--- src/rtl/mlpr_pkg.sv ---
// shared constants, types and layer tables for the mlp relu inference block
// no dependencies
package mlpr_pkg;

	localparam int IN_SIZE      = 14;
	localparam int HIDDEN_ONE   = 30;
	localparam int HIDDEN_TWO   = 30;
	localparam int HIDDEN_THREE = 30;
	localparam int OUT_SIZE     = 1;
	localparam int FRAC_BITS    = 16;

	localparam int WORD_W = 24;
	localparam int ADDR_W = 12;
	localparam int FIDX_W = 4;

	localparam int W1_BASE     = 0;
	localparam int W2_BASE     = W1_BASE + IN_SIZE * HIDDEN_ONE;
	localparam int W3_BASE     = W2_BASE + HIDDEN_ONE * HIDDEN_TWO;
	localparam int W4_BASE     = W3_BASE + HIDDEN_TWO * HIDDEN_THREE;
	localparam int B1_BASE     = W4_BASE + HIDDEN_THREE * OUT_SIZE;
	localparam int B2_BASE     = B1_BASE + HIDDEN_ONE;
	localparam int B3_BASE     = B2_BASE + HIDDEN_TWO;
	localparam int B4_BASE     = B3_BASE + HIDDEN_THREE;
	localparam int PARAM_DEPTH = B4_BASE + OUT_SIZE;

	localparam int ACT_DEPTH_12 = (HIDDEN_ONE > HIDDEN_TWO) ? HIDDEN_ONE : HIDDEN_TWO;
	localparam int ACT_DEPTH    = (ACT_DEPTH_12 > HIDDEN_THREE) ? ACT_DEPTH_12 : HIDDEN_THREE;
	localparam int MAX_DIM      = (ACT_DEPTH > IN_SIZE) ? ACT_DEPTH : IN_SIZE;

	localparam int ACC_W = 2 * WORD_W + 8;
	localparam int CNT_W = $clog2(MAX_DIM + 1);

	typedef logic [CNT_W-1:0]         cnt_t;
	typedef logic [ADDR_W-1:0]        addr_t;
	typedef logic signed [WORD_W-1:0] word_t;
	typedef logic signed [ACC_W-1:0]  acc_t;
	typedef logic [1:0]               layer_t;

	localparam layer_t LAST_LAYER = layer_t'(3);
	localparam logic   OP_PARAM   = 1'b0;
	localparam logic   OP_FEATURE = 1'b1;

	localparam word_t WORD_MAX = {1'b0, {(WORD_W-1){1'b1}}};
	localparam word_t WORD_MIN = {1'b1, {(WORD_W-1){1'b0}}};

	typedef enum logic [2:0] {
		ST_IDLE,
		ST_BIAS,
		ST_MAC,
		ST_DRAIN,
		ST_FINAL,
		ST_PAD,
		ST_RESULT
	} seq_state_t;

	typedef struct packed {
		logic shift;
		logic load;
	} act_ctl_t;

	typedef struct packed {
		logic shift;
		logic inject;
	} acc_ctl_t;

	function automatic cnt_t layer_n_in(layer_t l);
		unique case (l)
			2'd0: layer_n_in = cnt_t'(IN_SIZE);
			2'd1: layer_n_in = cnt_t'(HIDDEN_ONE);
			2'd2: layer_n_in = cnt_t'(HIDDEN_TWO);
			default: layer_n_in = cnt_t'(HIDDEN_THREE);
		endcase
	endfunction

	function automatic cnt_t layer_n_out(layer_t l);
		unique case (l)
			2'd0: layer_n_out = cnt_t'(HIDDEN_ONE);
			2'd1: layer_n_out = cnt_t'(HIDDEN_TWO);
			2'd2: layer_n_out = cnt_t'(HIDDEN_THREE);
			default: layer_n_out = cnt_t'(OUT_SIZE);
		endcase
	endfunction

	function automatic addr_t layer_w_base(layer_t l);
		unique case (l)
			2'd0: layer_w_base = addr_t'(W1_BASE);
			2'd1: layer_w_base = addr_t'(W2_BASE);
			2'd2: layer_w_base = addr_t'(W3_BASE);
			default: layer_w_base = addr_t'(W4_BASE);
		endcase
	endfunction

	function automatic addr_t layer_b_base(layer_t l);
		unique case (l)
			2'd0: layer_b_base = addr_t'(B1_BASE);
			2'd1: layer_b_base = addr_t'(B2_BASE);
			2'd2: layer_b_base = addr_t'(B3_BASE);
			default: layer_b_base = addr_t'(B4_BASE);
		endcase
	endfunction

endpackage

--- src/rtl/mlpr_acc_cell.sv ---
// one accumulator cell of the rotating neuron-sum chain
// depends on mlpr_pkg
module mlpr_acc_cell (
	input  logic              clk,
	input  logic              arst_n,
	input  mlpr_pkg::acc_ctl_t ctl,
	input  mlpr_pkg::acc_t    inject_val,
	input  mlpr_pkg::acc_t    nxt,
	output mlpr_pkg::acc_t    q
);
	import mlpr_pkg::*;

	acc_t sum_q;

	always_ff @(posedge clk or negedge arst_n) begin
		if (!arst_n) begin
			sum_q <= '0;
		end else if (ctl.shift) begin
			sum_q <= ctl.inject ? inject_val : nxt;
		end
	end

	assign q = sum_q;

endmodule

--- config.mk ---
export PLATFORM = sky130hd
export DESIGN_NAME = mlpr_acc_cell
export DESIGN_NICKNAME = d
export VERILOG_FILES = /design/src/rtl/mlpr_pkg.sv /design/src/rtl/mlpr_acc_cell.sv
export SDC_FILE = /design/constraint.sdc
export NUM_CORES = 1
export LEC_CHECK = 0
export BUFFER_PORTS_ARGS = -buffer_cell sky130_fd_sc_hd__buf_2
export CAP_MARGIN = 20
export CORE_ASPECT_RATIO = 1.75
export CORE_MARGIN = 3
export CORE_UTILIZATION = 42
export CTS_BUF_LIST = sky130_fd_sc_hd__clkbuf_2
export DETAILED_ROUTE_END_ITERATION = 6
export PLACE_DENSITY = 0.82
export SYNTH_ARGS = -nofsm -noshare
export SYNTH_HDL_FRONTEND = slang
export SYNTH_SLANG_ARGS = --single-unit
export TNS_END_PERCENT = 20
--- constraint.sdc ---
create_clock -name clk -period 1.8 [get_ports clk]
set_input_delay 0.36 -clock clk [delete_from_list [all_inputs] [get_ports clk]]
set_output_delay 0.36 -clock clk [all_outputs]
set_load 0.01 [all_outputs]
==> reports/qor.csv <==
stage,metric,value,unit
routing,Vias/cell,4.83,
synthesis,fraction of registers with async set/reset,100,%
synthesis,synthesized area per cell,10.8,um^2
final_layout,share of layout cells above drive strength 1,44.7,%
timing,Final Skew,0,ns
clocking,CTS Buffer Depth,2,
synthesis,Mapped Nets,358,
synthesis,Synth Flop Type,dfrtp_1,
global_route,first-pass GRT wire length,10200,um
timing,RSZ-0062 raised after global routing,false,
final_layout,fill count,529,
timing,Tcrit/Tclk final,77.0,%
status,status,finished clean,
synthesis,top post-synthesis cells by count,"56 x a21oi_1, 56 x dfrtp_1, 56 x mux2i_1, 56 x nor2_1, 6 x clkbuf_1",
synthesis,Post-synth EDFFs,0,
clocking,total CTS buffers,5,
global_route,vias in the first global route,2290,
power,pwr dens,725,nW/um^2
setup_path,crit-path max FO,2,
floorplan,Die ar.,7210,um^2
routing,DRT Pass-1 Iters,4,
synthesis,register area share after synthesis,53.8,%
synthesis,top cell type's share of synthesized area,53.8,%
clocking,clock sink count,56,
placed_design,Cells after DPL,478,
routing,Wirelength per Cell,13.6,um
global_route,pin count of the biggest net entering global routing,57,
timing,Setup TNS Final,0,ns
timing,Worst Tran Pin Value,0.383,ns
routing,initial drt markers,103,
min_path,worst hold path type,input port to flip-flop,
final_layout,register area,1400,um^2
final_layout,multi-input logic area,1050,um^2
setup_path,CP Class,flip-flop to output pin,
timing,Setup-failing EPs final,0,
setup_path,CP Buf/Inv Count,1,
final_layout,max FFs per register,56,
setup_path,worst-path cell chain,buf_2,
clocking,CTS root buf,clkbuf_2,
floorplan,# rows,37,
routing,Routed WL,6620,um
clocking,TritonCTS clock tree,built,
routing,DR DRC count,0,
setup_path,required time worst endpoint,1.44,ns
synthesis,#FFs+latches synth,56,
clocking,H-Tree Depth,2,
final_layout,synth-to-layout area growth,35.7,%
power,Pleak,1.87,nW
setup_path,cell family with most CP delay,flip-flops,
routing,via count,2351,
synthesis,Synth area leader,dfrtp_1,
synthesis,Synthesis Warnings,0,
placed_design,Port Buf Inserts,171,
clocking,Worst-Skew Late Latency,0.43,ns
global_route,initial antenna violation count,0,
routing,Post-DRT Antenna Nets,0,
setup_path,CP Launch Type,flip-flop,
setup_path,crit path DAT,1.03,ns
setup_path,Setup crit end kind,output pin,
power,peak supply drop,0.511,mV
final_layout,n_diodes,0,
global_route,GRT Resource Usage Total,18.3,%
placed_design,GP Congestion,0.788,
final_layout,nets@finish,524,
floorplan,Initial Util,43.9,%
timing,final hold vios,0,
placed_design,HPWL Detailed,5120,um
setup_path,CP max-delay cell,dfrtp_1,
floorplan,die width,65.5,um
floorplan,IO Pins,172,
floorplan,die height,110,um
timing,Period minus WS final,1.39,ns
synthesis,"top cells by area, synth","dfrtp_1 54%, mux2i_1 22%, a21oi_1 11%",
synthesis,synthesized cell area,2600,um^2
timing,fin. max-slew vios,0,
floorplan,core area,5930,um^2
setup_path,critical path's largest stage delay,0.45,ns
clocking,Worst-path clk slew,0.25,ns
power,Tot Pwr,0.00256,W
timing,slew margin rel.,74.5,%
job,MaxCap Viol Count,0,
synthesis,synth unique cells,10,
synthesis,Synth Instances,242,
clocking,CTS resizes,0,
timing,highest attainable clock frequency,0.721,GHz
global_route,total global routing overflow,0,
final_layout,final std cells w/o fill,487,
final timing paths:
path	start	to	slack, ns	cells past startpoint
max	q[18]	q[18]	0.41	1
min	nxt[40]	q[40]	0.19	3
max reg2reg	q[46]	q[46]	1.12	2
min reg2reg	q[28]	q[28]	0.55	2
max in group asynchronous	arst_n	q[28]	1.15	3
min in group asynchronous	arst_n	q[11]	0.41	3
metrics by stage:
| stage | util [%] | area, um^2 | hold WS, ns | setup slack (ns) |
|---|---|---|---|---|
| after floorplan | - | 2600 | 0.0644 | 0.758 |
| after global placement | 58.8 | 3480 | 0.378 | 0.509 |
| after detailed placement | 58.8 | 3480 | 0.384 | 0.476 |
| after CTS | 59.6 | 3530 | 0.147 | 0.354 |
| after global routing | 59.6 | 3530 | 0.118 | 0.297 |
| final | 59.6 | 3530 | 0.192 | 0.413 |
worst min-delay path, stage by stage:
cell and delay (ns):
buf_2 0.08, mux2i_1 0.05, a21oi_1 0.12
placed cells by master, fill, tap and decap left out, drive strengths merged:
cell type      n
nor2          56
dlygate4sd3    1
buf          176
mux2i         56
a21oi         56
clkbuf         7
clkinv         1
dfrtp         56
layout make-up:
cell class,instances,area share (%)
timing repair buffer,177,26.7
tap,78,2.76
sequential,56,39.7
multi-input combinational,168,29.8
clock inverter,1,0.106
clock buffer,7,0.992
where the power goes:
group / internal, W / switching (W) / total (W)
clock: 0.000104 / 0.000362 / 0.000465
sequential: 0.00139 / 0.0000664 / 0.00146
combinational: 0.000308 / 0.000332 / 0.000640
total: 0.00180 / 0.000760 / 0.00256
routing by layer:
layer | track usage [%] | vias to the layer above | part of all wire, %
li1 | - | 1163 | -
met1 | 19.6 | 1076 | 35
met2 | 33.6 | 99 | 55
met3 | 4.56 | 13 | 6.9
met4 | 8.01 | 0 | 2.8
met5 | 0 | - | 0
what timing repair did:
| action | in CTS | in global routing |
|---|---|---|
| hold endpoints to repair | 56 | 0 |
| setup buffers | 0 | 0 |
| hold buffers | 1 | 0 |
| endpoints found under the setup margin | 0 | 0 |
logic make-up (layout without fill, tap and decap cells):
kind of cell	Yosys count	count (layout)	synth area share [%]
compound gates	56	56	10.8
simple gates	56	56	8.08
flops	56	56	53.8
mux	56	56	21.5
buf+inv	18	185	5.77
Note: power is estimated with default switching activity, not from simulation.
