## src/rtl/mlpr_pkg.sv

```systemverilog
// shared constants, types and layer tables for the mlp relu inference block
// no dependencies
package mlpr_pkg;

	localparam int IN_SIZE      = 14;
	localparam int HIDDEN_ONE   = 30;
	localparam int HIDDEN_TWO   = 30;
	localparam int HIDDEN_THREE = 30;
	localparam int OUT_SIZE     = 1;
	localparam int FRAC_BITS    = 16;

	localparam int WORD_W = 24;
	localparam int ADDR_W = 12;
	localparam int FIDX_W = 4;

	localparam int W1_BASE     = 0;
	localparam int W2_BASE     = W1_BASE + IN_SIZE * HIDDEN_ONE;
	localparam int W3_BASE     = W2_BASE + HIDDEN_ONE * HIDDEN_TWO;
	localparam int W4_BASE     = W3_BASE + HIDDEN_TWO * HIDDEN_THREE;
	localparam int B1_BASE     = W4_BASE + HIDDEN_THREE * OUT_SIZE;
	localparam int B2_BASE     = B1_BASE + HIDDEN_ONE;
	localparam int B3_BASE     = B2_BASE + HIDDEN_TWO;
	localparam int B4_BASE     = B3_BASE + HIDDEN_THREE;
	localparam int PARAM_DEPTH = B4_BASE + OUT_SIZE;

	localparam int ACT_DEPTH_12 = (HIDDEN_ONE > HIDDEN_TWO) ? HIDDEN_ONE : HIDDEN_TWO;
	localparam int ACT_DEPTH    = (ACT_DEPTH_12 > HIDDEN_THREE) ? ACT_DEPTH_12 : HIDDEN_THREE;
	localparam int MAX_DIM      = (ACT_DEPTH > IN_SIZE) ? ACT_DEPTH : IN_SIZE;

	localparam int ACC_W = 2 * WORD_W + 8;
	localparam int CNT_W = $clog2(MAX_DIM + 1);

	typedef logic [CNT_W-1:0]         cnt_t;
	typedef logic [ADDR_W-1:0]        addr_t;
	typedef logic signed [WORD_W-1:0] word_t;
	typedef logic signed [ACC_W-1:0]  acc_t;
	typedef logic [1:0]               layer_t;

	localparam layer_t LAST_LAYER = layer_t'(3);
	localparam logic   OP_PARAM   = 1'b0;
	localparam logic   OP_FEATURE = 1'b1;

	localparam word_t WORD_MAX = {1'b0, {(WORD_W-1){1'b1}}};
	localparam word_t WORD_MIN = {1'b1, {(WORD_W-1){1'b0}}};

	typedef enum logic [2:0] {
		ST_IDLE,
		ST_BIAS,
		ST_MAC,
		ST_DRAIN,
		ST_FINAL,
		ST_PAD,
		ST_RESULT
	} seq_state_t;

	typedef struct packed {
		logic shift;
		logic load;
	} act_ctl_t;

	typedef struct packed {
		logic shift;
		logic inject;
	} acc_ctl_t;

	function automatic cnt_t layer_n_in(layer_t l);
		unique case (l)
			2'd0: layer_n_in = cnt_t'(IN_SIZE);
			2'd1: layer_n_in = cnt_t'(HIDDEN_ONE);
			2'd2: layer_n_in = cnt_t'(HIDDEN_TWO);
			default: layer_n_in = cnt_t'(HIDDEN_THREE);
		endcase
	endfunction

	function automatic cnt_t layer_n_out(layer_t l);
		unique case (l)
			2'd0: layer_n_out = cnt_t'(HIDDEN_ONE);
			2'd1: layer_n_out = cnt_t'(HIDDEN_TWO);
			2'd2: layer_n_out = cnt_t'(HIDDEN_THREE);
			default: layer_n_out = cnt_t'(OUT_SIZE);
		endcase
	endfunction

	function automatic addr_t layer_w_base(layer_t l);
		unique case (l)
			2'd0: layer_w_base = addr_t'(W1_BASE);
			2'd1: layer_w_base = addr_t'(W2_BASE);
			2'd2: layer_w_base = addr_t'(W3_BASE);
			default: layer_w_base = addr_t'(W4_BASE);
		endcase
	endfunction

	function automatic addr_t layer_b_base(layer_t l);
		unique case (l)
			2'd0: layer_b_base = addr_t'(B1_BASE);
			2'd1: layer_b_base = addr_t'(B2_BASE);
			2'd2: layer_b_base = addr_t'(B3_BASE);
			default: layer_b_base = addr_t'(B4_BASE);
		endcase
	endfunction

endpackage

```

## src/rtl/mlpr_act_cell.sv

```systemverilog
// one activation cell of the input/activation chain
// depends on mlpr_pkg
module mlpr_act_cell (
	input  logic             clk,
	input  logic             arst_n,
	input  mlpr_pkg::act_ctl_t ctl,
	input  mlpr_pkg::word_t  load_val,
	input  mlpr_pkg::word_t  nxt,
	output mlpr_pkg::word_t  q
);
	import mlpr_pkg::*;

	word_t val_q;

	always_ff @(posedge clk or negedge arst_n) begin
		if (!arst_n) begin
			val_q <= '0;
		end else if (ctl.load) begin
			val_q <= load_val;
		end else if (ctl.shift) begin
			val_q <= nxt;
		end
	end

	assign q = val_q;

endmodule

```

## config.mk

```make
export PLATFORM = sky130hd
export DESIGN_NAME = mlpr_act_cell
export DESIGN_NICKNAME = d
export VERILOG_FILES = /design/src/rtl/mlpr_pkg.sv /design/src/rtl/mlpr_act_cell.sv
export SDC_FILE = /design/constraint.sdc
export NUM_CORES = 1
export LEC_CHECK = 0
export ABC_CLOCK_PERIOD_IN_PS = 800
export BUFFER_PORTS_ARGS = -buffer_cell sky130_fd_sc_hd__buf_2
export CORE_MARGIN = 3
export CORE_UTILIZATION = 41
export CTS_BUF_LIST = sky130_fd_sc_hd__clkbuf_16
export CTS_CLUSTER_SIZE = 14
export DETAILED_ROUTE_END_ITERATION = 6
export PLACE_DENSITY = 0.79
export RECOVER_POWER = 100
export SYNTH_ARGS = -nofsm -noshare
export SYNTH_HDL_FRONTEND = slang
export SYNTH_SLANG_ARGS = --single-unit
```

## constraint.sdc

```tcl
create_clock -name clk -period 0.8 [get_ports clk]
set_input_delay 0.04 -clock clk [delete_from_list [all_inputs] [get_ports clk]]
set_output_delay 0.04 -clock clk [all_outputs]
set_load 0.005 [all_outputs]
```

==> results of run 1 <==
==> cells by family after synthesis <==
kind of cell	share of synthesized area
AOI/OAI and AO/OA	0.107
and+or+nand+nor	0.0799
muxes	0.213
buffers and inverters	0.0677
DFF	0.533
==> report_power, final <==
part	switching [uW]	internal (uW)
logic	235	295
registers	59.5	1330
clock network	367	659
total	662	2280
==> per-stage QoR <==
step	cells	instance area, um2	util
final	209	1620	0.636
after global routing	209	1620	0.636
after CTS	209	1620	0.636
after detailed placement	204	1520	0.599
after global placement	204	1520	0.599
after floorplan	104	1130	-
==> routing by layer <==
layer | part of all wire | GRT usage
met1 | 0.42 | 0.199
met2 | 0.45 | 0.268
met3 | 0.12 | 0.0417
met4 | 0.0055 | 0.0464
met5 | 0 | 0
==> final cells by class <==
class,count,area (um2),area share
Clock buffer,3,75.1,0.0464
Multi-Input combinational cell,72,450,0.278
Sequential cell,24,601,0.371
Tap cell,30,37.5,0.0232
Timing Repair Buffer,80,455,0.281
==> placed cells by master, fill, tap and decap left out, drive strengths merged <==
master / count
dfrtp: 24
o21ai: 24
mux2i: 24
buf: 78
clkbuf: 3
dlygate4sd3: 2
nand2: 24
==> how the worst min path moves through the flow <==
stage,slack [ns],from,endpoint,cells after the start
after detailed placement,0.05,arst_n,q[1],1
after CTS,0.001,load_val[2],q[2],3
after global routing,0.009,load_val[19],q[19],3
after floorplan,-0.26,arst_n,q[0],0
final,-0.005,load_val[19],q[19],3
after global placement,0.04,arst_n,q[1],1
==> timing repair <==
item / in CTS / in global routing
pin swaps: 0 / 0
endpoints found under the hold margin: 25 / 0
hold buffers: 2 / 0
endpoints found under the setup margin: 10 / 24
==> results.sh, run 1 <==
export IMPL_outcome="finished with violations"
export IMPL_failed_checks="hold timing, setup timing"
export IMPL_gp_congestion=0.656
export IMPL_tns_ns=-0.0231
export IMPL_vdd_drop_max_v=0.00167
export IMPL_p_total_uw=2940
export IMPL_cp_endpoint="q[10]"
export IMPL_track_usage=0.159
export IMPL_synth_edf_count=0
export IMPL_cts_tree="yes"
export IMPL_cts_sinks=24
export IMPL_fin_crit_sh=1.01
export IMPL_setup_violations=5
export IMPL_io_pins=76
export IMPL_die_y_um=58.4
export IMPL_ys_seq_elements=24
export IMPL_grt_max_degree=49
export IMPL_worstSetupStartpointType="flop"
export IMPL_placementRows=18
export IMPL_r2r_cells=2
export IMPL_max_clock_freq_ghz=1.24
export IMPL_hpwl_um=1930
export IMPL_async_flop_share=1.00
export IMPL_cts_setup_buffers=0
export IMPL_post_place_ws_ns=0.0484
export IMPL_slew_violations=0
export IMPL_cp_top_family="flip-flops"
export IMPL_worst_path_max_delay_cell="dfrtp_1"
export IMPL_htree_levels=1
export IMPL_drtIter0Drc=48
export IMPL_netlist_top_cells_count="dfrtp_1 (24), mux2i_1 (24), nand2_1 (24)"
export IMPL_rsz0062_at_grt="true"
export IMPL_ys_types=10
export IMPL_yosys_top_cells_area="dfrtp_1 (53%), mux2i_1 (21%), o21ai_1 (8.9%)"
export IMPL_largest_register_ffs=24
export IMPL_syn_area_per_cell_um2=10.8
export IMPL_crit_type="flop to output port"
export IMPL_worstSetupEndpointType="output port"
export IMPL_fillCellCount=223
export IMPL_period_needed_ns=0.810
export IMPL_cp_arrival_ns=0.77
export IMPL_yosysTopAreaCellShare=0.533
export IMPL_dieArea_um2=3410
export IMPL_fp_dieW_um=58.4
export IMPL_holdWs_ns=-0.00457
export IMPL_required_ns=0.76
export IMPL_setup_slack_ns=-0.00959
export IMPL_yosysTopAreaCell="dfrtp_1"
export IMPL_overflow=0
export IMPL_hp_class="input port to flop"
export IMPL_num_vias=1037
export IMPL_relSlewSlack=0.658
export IMPL_crit_buf_inv=1
export IMPL_crit_path_start="q[10]"
export IMPL_r2r_start="q[10]"
export IMPL_netlist_area_um2=1130
export IMPL_yosys_warnings=0
export IMPL_synthCells=104
export IMPL_area_growth_pct=43.6
export IMPL_cts_buffers=3
export IMPL_viasPerCell=4.96
export IMPL_yosysSeqAreaShare=0.533
export IMPL_clock_skew_ns=0
export IMPL_r2r_end="q[10]"
export IMPL_crit_chain="buf_2"
export IMPL_cp_slowest_stage_delay_ns=0.39
export IMPL_worst_pin_slew_ns=0.513
export IMPL_cts_buffer_depth=2
export IMPL_hold_viol=5
export IMPL_synthFlopType="dfrtp_1"
export IMPL_drive_gt1_frac=0.453
export IMPL_drv_cap=0
export IMPL_ant_nets=0
export IMPL_drc=0
export IMPL_portBuffers=75
export IMPL_path_depth=1
export IMPL_core_um2=2540
export IMPL_rrSetupSlack_ns=0.08
export IMPL_clkTransAtPathRegs_ns=0.06
export IMPL_dr_pass1_iters=2
export IMPL_cts_root_buf="clkbuf_16"
export IMPL_grt_pass1_vias=1019
export IMPL_nets=233
export IMPL_start_util=0.443
export IMPL_antennaDiodeCount=0
export IMPL_post_cts_resize_count=0
export IMPL_antenna_found_initial=0
export IMPL_drt_total_wl_um=2520
export IMPL_power_density_nw_per_um2=1820
export IMPL_wl_per_cell_um=12.1
export IMPL_grt_first_pass_wirelength_um=4240
export IMPL_clk_latency_ns=0.25
export IMPL_p_leak_uw=0.000890
export IMPL_cp_max_fo=2
export IMPL_syn_num_nets=156
(Power assumes the default switching activity.)
==> run 2: changes to the inputs <==
Settings changed: HOLD_SLACK_MARGIN set to 0.12, PLACE_DENSITY 0.79 to not set, PLACE_DENSITY_LB_ADDON set to 0.12.
==> results.sh, run 2 (synthesis gave the netlist of run 1 again) <==
export IMPL_clock_skew_ns=0
export IMPL_seqPwrFrac=0.394
export IMPL_rsz0062_at_grt="true"
export IMPL_post_place_ws_ns=0.0458
export IMPL_crit_type="flop to output port"
export IMPL_drv_cap=0
export IMPL_slew_violations=0
export IMPL_multi_input_area_um2=450
export IMPL_drive_gt1_frac=0.335
export IMPL_crit_buf_inv=1
export IMPL_required_ns=0.76
export IMPL_outcome="finished with violations"
export IMPL_crit_chain="buf_2"
export IMPL_drt_total_wl_um=3450
export IMPL_num_vias=1178
export IMPL_fp_dieW_um=58.4
export IMPL_io_pins=76
export IMPL_placementRows=18
export IMPL_overflow=0
export IMPL_seqCellArea_um2=601
export IMPL_final_cell_mix="buf_2 (66), dlygate4sd3_1 (41), mux2i_1 (24), nand2_1 (24), dfrtp_1 (24)"
export IMPL_worstSetupStartpointType="flop"
export IMPL_cp_arrival_ns=0.77
export IMPL_hpwl_um=1960
export IMPL_failed_checks="setup timing"
export IMPL_p_total_uw=3520
export IMPL_swShare=0.215
export IMPL_cts_root_buf="clkbuf_16"
export IMPL_layout_commonest_cell="buf_2"
export IMPL_final_area_um2=2090
export IMPL_relSlewSlack=0.645
export IMPL_cp_slowest_stage_delay_ns=0.38
export IMPL_power_density_nw_per_um2=1680
export IMPL_fin_cells=248
export IMPL_worst_pin_slew_ns=0.532
export IMPL_dieArea_um2=3410
export IMPL_cts_setup_buffers=0
export IMPL_track_usage=0.217
export IMPL_internal_power_uw=2760
export IMPL_fin_crit_sh=1.02
export IMPL_cp_max_fo=2
export IMPL_die_y_um=58.4
export IMPL_grt_first_pass_wirelength_um=5660
export IMPL_area_growth_pct=85.8
export IMPL_ant_nets=0
export IMPL_wl_per_cell_um=13.9
export IMPL_dp_cells=204
export IMPL_grt_pass1_vias=1255
export IMPL_worst_path_max_delay_cell="dfrtp_1"
export IMPL_cts_tree="yes"
export IMPL_clk_latency_ns=0.25
export IMPL_viasPerCell=4.75
export IMPL_drc=0
export IMPL_fillCellCount=157
export IMPL_p_leak_uw=0.00114
export IMPL_cts_sinks=24
export IMPL_clockPowerShare=0.399
export IMPL_setup_violations=12
export IMPL_worstSetupEndpointType="output port"
export IMPL_hp_class="input port to flop"
export IMPL_dr_pass1_iters=3
export IMPL_place_area_um2=1520
export IMPL_start_util=0.443
export IMPL_cts_buffers=3
export IMPL_vdd_drop_max_v=0.00184
export IMPL_gp_congestion=0.715
export IMPL_hold_viol=0
export IMPL_cp_top_family="flip-flops"
export IMPL_comb_power_share=0.207
export IMPL_antenna_found_initial=0
export IMPL_clkTransAtPathRegs_ns=0.06
export IMPL_core_um2=2540
export IMPL_nets=271
export IMPL_largest_register_ffs=24
export IMPL_drtIter0Drc=47
export IMPL_max_clock_freq_ghz=1.23
export IMPL_antennaDiodeCount=0
export IMPL_period_needed_ns=0.814
export IMPL_portBuffers=75
export IMPL_switching_power_uw=755
export IMPL_grt_max_degree=49
export IMPL_setup_slack_ns=-0.0142
export IMPL_cts_buffer_depth=2
export IMPL_htree_levels=1
run 2: cell count changes in the layout (fill, tap and decap cells not counted):
| cell | delta |
|---|---|
| buf_2 | -9 |
| bufinv_16 | +1 |
| dlygate4sd3_1 | +39 |
| dlymetal6s4s_1 | +8 |
| o21ai_0 | -12 |
| o21ai_1 | +12 |
run 2: metal layers:
| layer | GRT usage | wire length, um | up-vias |
|---|---|---|---|
| met5 | 0 | 0 | - |
| met4 | 0.0563 | 41 | 0 |
| met3 | 0.0395 | 223 | 4 |
| met2 | 0.405 | 1860 | 43 |
| met1 | 0.252 | 1330 | 546 |
| li1 | - | - | 585 |
run 2: metrics by stage:
stage               hold WS, ns  TNS (ns)  utilization
finish                    0.225   -0.0754        0.823
global route              0.257    -0.681        0.823
CTS                       0.231    -0.116        0.833
detailed placement       0.0511         0        0.599
global placement         0.0453         0        0.599
floorplan                -0.256         0            -
run 2: path summary, 6_finish.rpt:
| check | start | to | slack, ns | cells past startpoint |
|---|---|---|---|---|
| min in group asynchronous | arst_n | q[23] | 0.29 | 2 |
| setup / recovery | q[13] | q[13] | -0.01 | 1 |
| hold / removal | ctl[0] | q[19] | 0.23 | 3 |
| max in group asynchronous | arst_n | q[8] | 0.15 | 2 |
| setup reg to reg | q[5] | q[5] | 0.04 | 2 |
| hold reg to reg | q[0] | q[0] | 0.55 | 2 |
run 2: what timing repair did:
| item | in CTS | in global routing |
|---|---|---|
| gates cloned | 0 | 0 |
| setup endpoints to repair | 17 | 42 |
| pin swaps | 0 | 17 |
| hold buffers | 49 | 0 |
| endpoints found under the hold margin | 48 | 0 |
| gates resized for setup | 0 | 11 |
run 2: power groups by stage:
stage                     registers [uW]  logic (uW)  clock network (uW)
after global placement              1400         535                   0
after detailed placement            1400         551                   0
final                               1380         728                1400
after CTS                           1380         733                1430
after global routing                1400         805                1480
after floorplan                     1410         242                   0
run 2: layout make-up:
| type | instances | area share |
|---|---|---|
| repair buffers | 118 | 0.430 |
| clock buffers | 3 | 0.0358 |
| clock inverters | 1 | 0.0143 |
| well taps | 30 | 0.0179 |
| flip-flops and latches | 24 | 0.287 |
| multi-input cells | 72 | 0.215 |
